[src/sv/grhsv_pkg.sv]
// Shared constants, types and register codes of the golden-ratio HSV colour unit.
package grhsv_pkg;

    localparam int ID_W       = 16;
    localparam int FRAC_W     = 16;
    localparam int HUE_SHIFT  = 32 - FRAC_W;
    localparam int CFG_IDX_W  = 2;
    localparam int CFG_DATA_W = FRAC_W + 1;

    localparam logic [31:0] GOLDEN_Q32 = 32'h9E3779B9;

    localparam logic [FRAC_W:0] FX_ONE = {1'b1, {FRAC_W{1'b0}}};

    localparam logic [FRAC_W-1:0] RST_HUE =
        FRAC_W'(((64'd69 << FRAC_W) + 64'd50) / 64'd100);
    localparam logic [FRAC_W:0] RST_SATURATION =
        (FRAC_W + 1)'(((64'd85 << FRAC_W) + 64'd50) / 64'd100);
    localparam logic [FRAC_W:0] RST_BRIGHTNESS =
        (FRAC_W + 1)'(((64'd77 << FRAC_W) + 64'd50) / 64'd100);

    localparam logic [CFG_IDX_W-1:0] CFG_INITIAL_HUE = 2'd0;
    localparam logic [CFG_IDX_W-1:0] CFG_SATURATION  = 2'd1;
    localparam logic [CFG_IDX_W-1:0] CFG_BRIGHTNESS  = 2'd2;

    localparam logic [2:0] SEC_RED_YELLOW    = 3'd0;
    localparam logic [2:0] SEC_YELLOW_GREEN  = 3'd1;
    localparam logic [2:0] SEC_GREEN_CYAN    = 3'd2;
    localparam logic [2:0] SEC_CYAN_BLUE     = 3'd3;
    localparam logic [2:0] SEC_BLUE_MAGENTA  = 3'd4;
    localparam logic [2:0] SEC_MAGENTA_RED   = 3'd5;

    typedef logic [FRAC_W-1:0] t_frac;
    typedef logic [FRAC_W:0]   t_unit;
    typedef logic [2:0]        t_sector;

    typedef struct packed {
        t_unit sat;
        t_unit val;
    } t_hsv_cfg;

endpackage

[src/sv/grhsv_convert.sv]
// HSV to RGB conversion pipeline: sector split, p, q and t terms and channel selection.
module grhsv_convert (
    input  logic                i_clk,
    input  logic                i_rst_n,
    input  logic                i_valid,
    input  grhsv_pkg::t_frac    i_hue,
    input  grhsv_pkg::t_hsv_cfg i_cfg,
    output logic                o_valid,
    output grhsv_pkg::t_unit    o_red,
    output grhsv_pkg::t_unit    o_green,
    output grhsv_pkg::t_unit    o_blue
);
    import grhsv_pkg::*;

    logic [FRAC_W+2:0]   w_h6;
    t_unit               w_one_minus_f;
    logic [2*FRAC_W:0]   w_fs;
    logic [2*FRAC_W:0]   w_nfs;
    logic [2*FRAC_W:0]   w_p_prod;
    logic [2*FRAC_W:0]   w_q_prod;
    logic [2*FRAC_W:0]   w_t_prod;

    logic                r2_valid;
    t_sector             r2_sector;
    t_frac               r2_frac;

    logic                r3_valid;
    t_sector             r3_sector;
    t_unit               r3_fs;
    t_unit               r3_nfs;

    logic                r4_valid;
    t_sector             r4_sector;
    t_unit               r4_p;
    t_unit               r4_q;
    t_unit               r4_t;

    logic                r5_valid;
    t_unit               r5_red;
    t_unit               r5_green;
    t_unit               r5_blue;
    t_unit               n_red;
    t_unit               n_green;
    t_unit               n_blue;

    assign w_h6 = (FRAC_W + 3)'(i_hue) * (FRAC_W + 3)'(3'd6);

    assign w_one_minus_f = FX_ONE - {1'b0, r2_frac};
    assign w_fs  = (2 * FRAC_W + 1)'(r2_frac) * (2 * FRAC_W + 1)'(i_cfg.sat);
    assign w_nfs = (2 * FRAC_W + 1)'(w_one_minus_f) * (2 * FRAC_W + 1)'(i_cfg.sat);

    assign w_p_prod = (2 * FRAC_W + 1)'(i_cfg.val) * (2 * FRAC_W + 1)'(FX_ONE - i_cfg.sat);
    assign w_q_prod = (2 * FRAC_W + 1)'(i_cfg.val) * (2 * FRAC_W + 1)'(FX_ONE - r3_fs);
    assign w_t_prod = (2 * FRAC_W + 1)'(i_cfg.val) * (2 * FRAC_W + 1)'(FX_ONE - r3_nfs);

    always_comb begin
        case (r4_sector)
            SEC_RED_YELLOW: begin
                n_red = i_cfg.val; n_green = r4_t;      n_blue = r4_p;
            end
            SEC_YELLOW_GREEN: begin
                n_red = r4_q;      n_green = i_cfg.val; n_blue = r4_p;
            end
            SEC_GREEN_CYAN: begin
                n_red = r4_p;      n_green = i_cfg.val; n_blue = r4_t;
            end
            SEC_CYAN_BLUE: begin
                n_red = r4_p;      n_green = r4_q;      n_blue = i_cfg.val;
            end
            SEC_BLUE_MAGENTA: begin
                n_red = r4_t;      n_green = r4_p;      n_blue = i_cfg.val;
            end
            SEC_MAGENTA_RED: begin
                n_red = i_cfg.val; n_green = r4_p;      n_blue = r4_q;
            end
            default: begin
                n_red = i_cfg.val; n_green = r4_p;      n_blue = r4_q;
            end
        endcase
    end

    always_ff @(posedge i_clk) begin
        if (!i_rst_n) begin
            r2_valid <= 1'b0;
            r3_valid <= 1'b0;
            r4_valid <= 1'b0;
            r5_valid <= 1'b0;
        end else begin
            r2_valid <= i_valid;
            r3_valid <= r2_valid;
            r4_valid <= r3_valid;
            r5_valid <= r4_valid;
        end
    end

    always_ff @(posedge i_clk) begin
        r2_sector <= w_h6[FRAC_W+2:FRAC_W];
        r2_frac   <= w_h6[FRAC_W-1:0];

        r3_sector <= r2_sector;
        r3_fs     <= w_fs[2*FRAC_W:FRAC_W];
        r3_nfs    <= w_nfs[2*FRAC_W:FRAC_W];

        r4_sector <= r3_sector;
        r4_p      <= w_p_prod[2*FRAC_W:FRAC_W];
        r4_q      <= w_q_prod[2*FRAC_W:FRAC_W];
        r4_t      <= w_t_prod[2*FRAC_W:FRAC_W];

        r5_red    <= n_red;
        r5_green  <= n_green;
        r5_blue   <= n_blue;
    end

    assign o_valid = r5_valid;
    assign o_red   = r5_red;
    assign o_green = r5_green;
    assign o_blue  = r5_blue;

endmodule

[src/sv/golden_ratio_hsv_color_unit.sv]
// Top level of the golden-ratio colour unit: configuration registers, hue stage and converter.
//
// A beat enters on the command channel: color_id is taken at a rising edge where start is
// high and busy is low. Busy is high only while reset is held, so one beat can be issued in
// every cycle. Each beat produces one colour on o_red, o_green and o_blue, shown for exactly
// one cycle with o_valid high; the receiver cannot stall, so results simply leave in order.
// Throughput is one beat per cycle, since each of the five register stages (hue multiply,
// sector split, fraction products, channel products, selection) takes a new beat in every
// cycle, and an accepted beat moves through them in that order to the outputs.
// Configuration is written through i_cfg_we, i_cfg_idx and i_cfg_data: index zero is the
// initial hue, one the saturation and two the brightness; other indices are ignored. Writes
// are meant for idle periods only, once the result of the last beat has left.
// Saturation and brightness above one are clamped to one.
// Reset is synchronous and active low: it restores the default hue, saturation and
// brightness and drops every beat in flight.
module golden_ratio_hsv_color_unit (
    input  logic                                i_clk,
    input  logic                                i_rst_n,
    input  logic                                start,
    output logic                                busy,
    input  logic [grhsv_pkg::ID_W-1:0]          i_color_id,
    input  logic                                i_cfg_we,
    input  logic [grhsv_pkg::CFG_IDX_W-1:0]     i_cfg_idx,
    input  logic [grhsv_pkg::CFG_DATA_W-1:0]    i_cfg_data,
    output logic                                o_valid,
    output grhsv_pkg::t_unit                    o_red,
    output grhsv_pkg::t_unit                    o_green,
    output grhsv_pkg::t_unit                    o_blue
);
    import grhsv_pkg::*;

    t_frac              r_initial_hue;
    t_unit              r_saturation;
    t_unit              r_brightness;
    t_frac              n_initial_hue;
    t_unit              n_saturation;
    t_unit              n_brightness;

    t_hsv_cfg           r_cfg;
    t_hsv_cfg           n_cfg;

    logic               w_accept;
    logic [ID_W+31:0]   w_prod;
    logic [31:0]        w_acc;

    logic               r1_valid;
    t_frac              r1_hue;

    assign busy     = ~i_rst_n;
    assign w_accept = start & ~busy;

    always_comb begin
        n_initial_hue = r_initial_hue;
        n_saturation  = r_saturation;
        n_brightness  = r_brightness;
        if (i_cfg_we) begin
            case (i_cfg_idx)
                CFG_INITIAL_HUE: n_initial_hue = i_cfg_data[FRAC_W-1:0];
                CFG_SATURATION:  n_saturation  = i_cfg_data;
                CFG_BRIGHTNESS:  n_brightness  = i_cfg_data;
                default: begin
                end
            endcase
        end
    end

    always_comb begin
        n_cfg.sat = (r_saturation > FX_ONE) ? FX_ONE : r_saturation;
        n_cfg.val = (r_brightness > FX_ONE) ? FX_ONE : r_brightness;
    end

    always_ff @(posedge i_clk) begin
        if (!i_rst_n) begin
            r_initial_hue <= RST_HUE;
            r_saturation  <= RST_SATURATION;
            r_brightness  <= RST_BRIGHTNESS;
            r_cfg.sat     <= RST_SATURATION;
            r_cfg.val     <= RST_BRIGHTNESS;
        end else begin
            r_initial_hue <= n_initial_hue;
            r_saturation  <= n_saturation;
            r_brightness  <= n_brightness;
            r_cfg         <= n_cfg;
        end
    end

    assign w_prod = (ID_W + 32)'(i_color_id) * (ID_W + 32)'(GOLDEN_Q32);
    assign w_acc  = w_prod[31:0] + {r_initial_hue, {HUE_SHIFT{1'b0}}};

    always_ff @(posedge i_clk) begin
        if (!i_rst_n) begin
            r1_valid <= 1'b0;
        end else begin
            r1_valid <= w_accept;
        end
    end

    always_ff @(posedge i_clk) begin
        r1_hue <= w_acc[31:HUE_SHIFT];
    end

    grhsv_convert u_convert (
        .i_clk   (i_clk),
        .i_rst_n (i_rst_n),
        .i_valid (r1_valid),
        .i_hue   (r1_hue),
        .i_cfg   (r_cfg),
        .o_valid (o_valid),
        .o_red   (o_red),
        .o_green (o_green),
        .o_blue  (o_blue)
    );

endmodule

[config.mk]
export PLATFORM = sky130hd
export DESIGN_NAME = golden_ratio_hsv_color_unit
export DESIGN_NICKNAME = d
export VERILOG_FILES = /design/src/sv/grhsv_pkg.sv /design/src/sv/grhsv_convert.sv /design/src/sv/golden_ratio_hsv_color_unit.sv
export SDC_FILE = /design/constraint.sdc
export NUM_CORES = 2
export LEC_CHECK = 0
export BUFFER_PORTS_ARGS = -buffer_cell sky130_fd_sc_hd__buf_2
export CORE_MARGIN = 4
export CORE_UTILIZATION = 30
export CTS_CLUSTER_DIAMETER = 30
export DETAILED_ROUTE_END_ITERATION = 10
export SYNTH_ARGS = -nofsm -noshare
export SYNTH_HDL_FRONTEND = slang
export SYNTH_HIERARCHICAL = 1
export SYNTH_SLANG_ARGS = --single-unit
export TNS_END_PERCENT = 50
[constraint.sdc]
create_clock -name i_clk -period 10.4 [get_ports i_clk]
set_clock_uncertainty 0.1 [all_clocks]
set_input_delay 0.52 -clock i_clk [delete_from_list [all_inputs] [get_ports i_clk]]
set_output_delay 0.52 -clock i_clk [all_outputs]
set_load 0.05 [all_outputs]
Yosys cells after proc, flatten, opt, wreduce, memory -nomap -nowiden. Index checks and enable logic that the tools add are counted.

Flip-flop bits (word level): 265. Logic and storage cells: 63. Output and inout bits: 53. Bits of input ports: 39.

Bitwise operators: 2. Add/subtract/negate cells: 5. Magnitude comparators: 2. Multiply operators: 7. Reductions and logical operators: 11. Multiplexer cells: 5. Eq/ne operators: 6.

Operators with widths (number): 17-bit case mux with 3 select lines (3); 17-bit by 33-bit multiplier with 33-bit output (3); 17-bit by 17-bit subtractor with 18-bit output, first input constant (3); 17-bit greater-than comparator, second input constant (2); 17-bit 2-to-1 mux (2); 17-bit by 17-bit multiplier with 33-bit output (1); 32-bit adder (1); 15-bit by 17-bit multiplier with 32-bit output (1); 16-bit by 32-bit multiplier with 32-bit output, second input constant (1); 16-bit by 2-bit multiplier with 18-bit output, second input constant (1); 17-bit by 16-bit subtractor with 17-bit output, first input constant (1); 2-bit OR reduction (6); 3-bit by 2-bit equality test with 1-bit output, second input constant (2); 2-bit AND reduction (3); 3-bit by 1-bit equality test with 1-bit output, second input constant (1); 3-bit equality test, second input constant (1); 3-bit zero test (1); 2-bit by 1-bit equality test with 1-bit output, second input constant (1); 2-bit equality test, second input constant (1); 2-bit zero test (1); 1-bit AND (1); 1-bit NOT (1).

Logic depth before layout (Yosys ltp).
Depth after elaboration: 3. Mapped depth: 32.

Hierarchy. The synthesis kept the hierarchy.

Modules (own cells, without submodules): grhsv_convert (cells each 5798, area each 51205.4 um2, times used 1); golden_ratio_hsv_color_unit (cells each 976, area each 9459.1 um2, times used 1).

Least setup slack after synthesis. OpenSTA, ideal clock, no wires.

Kind: reg2reg. Start: register u_convert.r2_frac[1]. End: register u_convert.r3_nfs[16]. Data arrival time: 7.349 ns. Clock period less this slack: 7.528 ns. Setup time: 0.079 ns. Slack: 2.872 ns. Buffers on the path: 3. Required time: 10.221 ns. Cell stages (with the launch flop): 33. Cells stage by stage: dfxtp_1 -> clkbuf_1 -> clkbuf_1 -> inv_1 -> ha_1 -> nand2_1 -> or2_2 -> nand2b_1 -> nor2_1 -> xnor2_1 -> clkbuf_1 -> nand2_1 -> fa_1 -> inv_1 -> fa_1 -> inv_1 -> fa_1 -> inv_1 -> fa_1 -> inv_1 -> fa_1 -> inv_1 -> fa_1 -> ha_1 -> o21a_1 -> o21a_1 -> o21ai_0 -> nand2b_1 -> a41o_1 -> o211ai_1 -> o311ai_0 -> a2111o_1 -> o211ai_1.

Longest elaborated chain between the ends: 2.

RTL lines: start: declaration (line grhsv_convert.sv:25) `t_frac r2_frac;`; start signal: assignment (line grhsv_convert.sv:98) `r2_frac <= w_h6[FRAC_W-1:0];`; 17-bit by 16-bit subtractor with 17-bit output (line grhsv_convert.sv:48) `assign w_one_minus_f = FX_ONE - {1'b0, r2_frac};`; 17-bit by 17-bit multiplier with 33-bit output (line grhsv_convert.sv:50) `assign w_nfs = (2 * FRAC_W + 1)'(w_one_minus_f) * (2 * FRAC_W + 1)'(i_cfg.sat);`; net u_convert.w_nfs[32] (line grhsv_convert.sv:18) `logic [2*FRAC_W:0] w_nfs;`; end signal: assignment (line grhsv_convert.sv:102) `r3_nfs <= w_nfs[2*FRAC_W:FRAC_W];`; end: declaration (line grhsv_convert.sv:30) `t_unit r3_nfs;`.

The timed path passes the listed nets, and every way through them passes these cells. A chain may end at the register's enable or synchronous reset.

Final worst setup path.
Start: register r_cfg[22] in the netlist's numbering. End: register u_convert.r4_p[11].

Longest elaborated chain between the ends: 2.

RTL lines: start: declaration (line golden_ratio_hsv_color_unit.sv:39) `t_hsv_cfg r_cfg;`; start signal: assignment (line golden_ratio_hsv_color_unit.sv:83) `r_cfg <= n_cfg;`; 17-bit by 17-bit subtractor with 18-bit output (line grhsv_convert.sv:52) `assign w_p_prod = (2 * FRAC_W + 1)'(i_cfg.val) * (2 * FRAC_W + 1)'(FX_ONE - i_cfg.sat);`; 17-bit by 33-bit multiplier with 33-bit output (line grhsv_convert.sv:52); net u_convert.w_p_prod[27] (line grhsv_convert.sv:19) `logic [2*FRAC_W:0] w_p_prod;`; end signal: assignment (line grhsv_convert.sv:105) `r4_p <= w_p_prod[2*FRAC_W:FRAC_W];`; end: declaration (line grhsv_convert.sv:34) `t_unit r4_p;`.

The timed path passes the listed nets, and every way through them passes these cells.

==> implementation parameters <==
Parameter                              Value

Floorplanning
  Total Die Area ... 209,000 um2
  I/O pin count ... 92
  Effective utilization at floorplan ... 30.3%
  Horizontal die dimension ... 458 um
  Core Box Area ... 200,000 um2
  # rows ... 164
  Vertical die dimension ... 458 um

Clock network
  Reg clk slew, reported paths ... 0.05 ns
  CTS Buf Count ... 60
  Clock Latency Late Sink ... 0.68 ns
  Maximum level of the CTS H-tree ... 2
  Maximum root-to-sink buffer count ... 3
  CTS tree ... done
  Root buffer cell ... sky130_fd_sc_hd__clkbuf_16
  Number of clock sinks ... 265

Timing
  RSZ-0062 raised after global routing ... no
  Crit path setup slack, layout ... 1.98 ns
  Slew @ Worst Pin ... 1.43 ns
  Tmin final ... 8.42 ns
  Pins over their slew limit ... 0
  Highest clock frequency the design can meet ... 119 MHz
  Final hold vios ... 0
  Rel. slew slack ... 4.13%
  Final critical-path share of the clock period ... 80.9%
  Setup TNS ... 0 ns
  Count of final setup violators ... 0

Routing
  Routed wire length ... 164 mm
  Total routed wire length on the met1 layer ... 67.1 mm
  Highest metal layer with signal wires ... met5
  Met2 wirelength from detailed routing ... 79.8 mm
  Met3 wire length ... 9.37 mm
  Pre-Repair DR Iteration Count ... 6
  Routed len/inst ... 17.2 um
  Vias after detailed routing ... 44.1k
  DRC violation count after routing ... 0
  Post-detailed-route via-to-cell ratio ... 4.64
  Detailed Route Iter0 Violations ... 2,393
  Number of nets with antenna violations after detailed routing ... 0

GRT
  First-pass GRT wire length ... 268 mm
  Antenna violations before repair ... 13
  Overall overflow remaining after global route ... 0
  Largest net degree at the start of global routing ... 62
  All-Layer GR Usage ... 16.0%
  Number of global-route vias before repair ... 48.7k

Synth
  Fraction of synthesized cell area taken by the top area cell type ... 42.1%
  Total number of yosys warnings ... 6
  Leading area contributor after synthesis ... sky130_fd_sc_hd__fa_1
  Mean post-synth cell area ... 8.96 um2
  Sequential fraction of the synthesis area ... 8.74%
  Share of flip-flops with an asynchronous set or reset ... 0%
  Post-synthesis cell area ... 60,700 um2
  Most frequent cells after synthesis ... 1,630 x sky130_fd_sc_hd__inv_1, 1,277 x sky130_fd_sc_hd__fa_1, 1,062 x sky130_fd_sc_hd__nand2_1
  Number of enable flip-flop cells after synthesis ... 0
  Gate count after technology mapping ... 6,774
  Unique masters post-synth ... 83
  Number of register bits inferred by synthesis ... 265
  Largest cells by area after synthesis ... sky130_fd_sc_hd__fa_1 42%, sky130_fd_sc_hd__ha_1 13%, sky130_fd_sc_hd__inv_1 10%, sky130_fd_sc_hd__dfxtp_1 8.7%, sky130_fd_sc_hd__nand2_1 6.6%
  Net count of the mapped netlist ... 8,738
  Main flop type after synthesis ... sky130_fd_sc_hd__dfxtp_1
  Dominant cell by count in the synthesized netlist ... sky130_fd_sc_hd__inv_1

Critical path
  Setup crit start kind ... register
  CP arrival ... 8.90 ns
  Worst setup EP type ... register
  Register-to-register path setup slack ... 1.98 ns
  Crit-path max cell delay ... 0.96 ns
  Length in cells of the worst reg-to-reg path ... 26
  Capture point of the worst reg-to-reg path ... u_convert/r4_p[11]
  Startpoint of the lowest-slack register-to-register path ... r_cfg[22]
  Category of cells accounting for the largest share of critical-path delay ... adder cells
  Dominant cell type by count on the critical path ... sky130_fd_sc_hd__fa_1
  Total buffers and inverters traversed by the critical path ... 5
  Critical Path Slowest Stage Cell ... sky130_fd_sc_hd__xor2_1
  Required arrival time at the worst endpoint ... 10.88 ns
  Biggest fanout along the worst timing path ... 33
  Worst setup path category ... register to register

Min path
  Path type of the worst min-delay path ... primary input to register
  Min-Delay Endpoint ... r_brightness[7]
  Number of cells on the worst hold path ... 3
  Hold path startpoint ... i_cfg_data[7]

Finish
  Final core utilization ... 33.2%
  Net count of the finished layout ... 8,696
  Post-route cell area ... 66,700 um2
  Filler Cell Count ... 20.5k
  Synthesis-to-layout area growth ... 9.88%
  Layout cells sized above 1 ... 6.12%

Placed design
  Post-DP HPWL ... 130 mm
  Minimum setup slack after placement ... 2.11 ns
  Buffers added on ports ... 91
  Cell area reported after detailed placement ... 64,200 um2
  Final RePlAce weighted congestion ... 0.878

Run
  Max-capacitance violation count ... 0

Status
  Status ... finished clean
-- final cells by class --
cell class	instances	area [um2]	area share, %
timing repair buffer	217	1430	2.15
clock inverter	41	537	0.805
inverter	1631	6120	9.18
antenna	77	193	0.289
sequential	265	5330	8.00
clock buffer	72	1630	2.44
tap	2656	3320	4.99
multi-input combinational	4557	48100	72.2
-- cells in the final DEF, fill, tap and decap left out, types with 19 or more instances in the layout --
cell type,instances
sky130_fd_sc_hd__a211oi_1,27
sky130_fd_sc_hd__buf_4,114
sky130_fd_sc_hd__and2_1,505
sky130_fd_sc_hd__a21o_1,36
sky130_fd_sc_hd__clkbuf_16,60
sky130_fd_sc_hd__a21oi_1,115
sky130_fd_sc_hd__o21a_1,20
sky130_fd_sc_hd__buf_2,91
sky130_fd_sc_hd__and3_1,31
sky130_fd_sc_hd__nand3_1,48
sky130_fd_sc_hd__dfxtp_2,20
sky130_fd_sc_hd__o22a_1,19
sky130_fd_sc_hd__nand2_1,1062
sky130_fd_sc_hd__xor2_1,51
sky130_fd_sc_hd__dfxtp_1,245
sky130_fd_sc_hd__or2_2,35
sky130_fd_sc_hd__o22ai_1,69
sky130_fd_sc_hd__o21ai_0,40
sky130_fd_sc_hd__xnor2_1,133
sky130_fd_sc_hd__nor3_1,33
sky130_fd_sc_hd__o211ai_1,19
sky130_fd_sc_hd__inv_1,1630
sky130_fd_sc_hd__nor2_1,146
sky130_fd_sc_hd__ha_1,648
sky130_fd_sc_hd__diode_2,77
sky130_fd_sc_hd__nor4_1,19
sky130_fd_sc_hd__fa_1,1277
-- cell families after synthesis --
kind of cell             Yosys count  share of synthesized area [%]
AO/OA/AOI/OAI                    453                           5.16
flip-flops                       265                           8.74
multiplexers                      18                          0.297
AND/OR/NAND/NOR                 1968                           15.4
XOR/XNOR                         193                           2.82
adder cells (fa/ha/maj)         1925                           55.5
buffers and inverters           1952                           12.1
-- worst reg2reg max path: cells and delay by family (launching register included) --
kind,cells,cell delay (ns)
xor+xnor,2,1.14
buf+inv,5,0.55
fa+ha+maj,7,3.03
simple gates,7,1.80
flops,1,0.29
compound gates,5,1.42
-- repair_timing --
item / CTS / global route
buffers inserted: 0 / 0
setup endpoints to repair: 0 / 0
endpoints found under the hold margin: 24 / 0
gates resized for setup: 0 / 0
hold buffers: 12 / 0
-- worst max-delay path by stage --
stage	from	to	slack [ns]	depth (start not counted)
finish	r_cfg[22]	u_convert/r4_p[11]	1.98	26
global route	r_cfg[25]	u_convert/r4_p[11]	1.39	26
CTS	u_convert/r3_nfs[0]	u_convert/r4_t[15]	2.03	26
detailed placement	u_convert/r3_nfs[0]	u_convert/r4_t[15]	2.11	26
global placement	u_convert/r3_nfs[0]	u_convert/r4_t[13]	2.25	27
floorplan	u_convert/r2_frac[1]	u_convert/r3_nfs[16]	2.87	32
-- per-layer routing --
layer / global-route usage [%] / up-vias
met5: 0 / -
met4: 6.44 / 4
met3: 2.56 / 290
met2: 27.8 / 1213
met1: 19.8 / 22500
li1: - / 20100
-- state kept, by name (all words and copies together), names as in the netlist, 3 cells and up --
signal and flops:
u_convert/o_red 17, r_brightness 17, u_convert/o_green 17, u_convert/o_blue 17
r_saturation 17, u_convert/r2_sector 3, u_convert/r3_sector 3, u_convert/r4_sector 3
u_convert/r3_nfs 17, r_initial_hue 16, u_convert/r4_t 17, u_convert/r4_p 17
u_convert/r2_frac 15, u_convert/r4_q 17, r_cfg 34, r1_hue 16
u_convert/r3_fs 17
-- through the flow --
step,std cells,hold WS (ns)
finish,9516,0.0480
global route,9511,0.0247
CTS,9439,0.00123
detailed placement,9314,0.221
global placement,9314,0.219
floorplan,6774,0.210
Power is left out: the tool's default activity adds up to more than one toggle a clock period on the data nets, which glitch-free logic cannot reach.
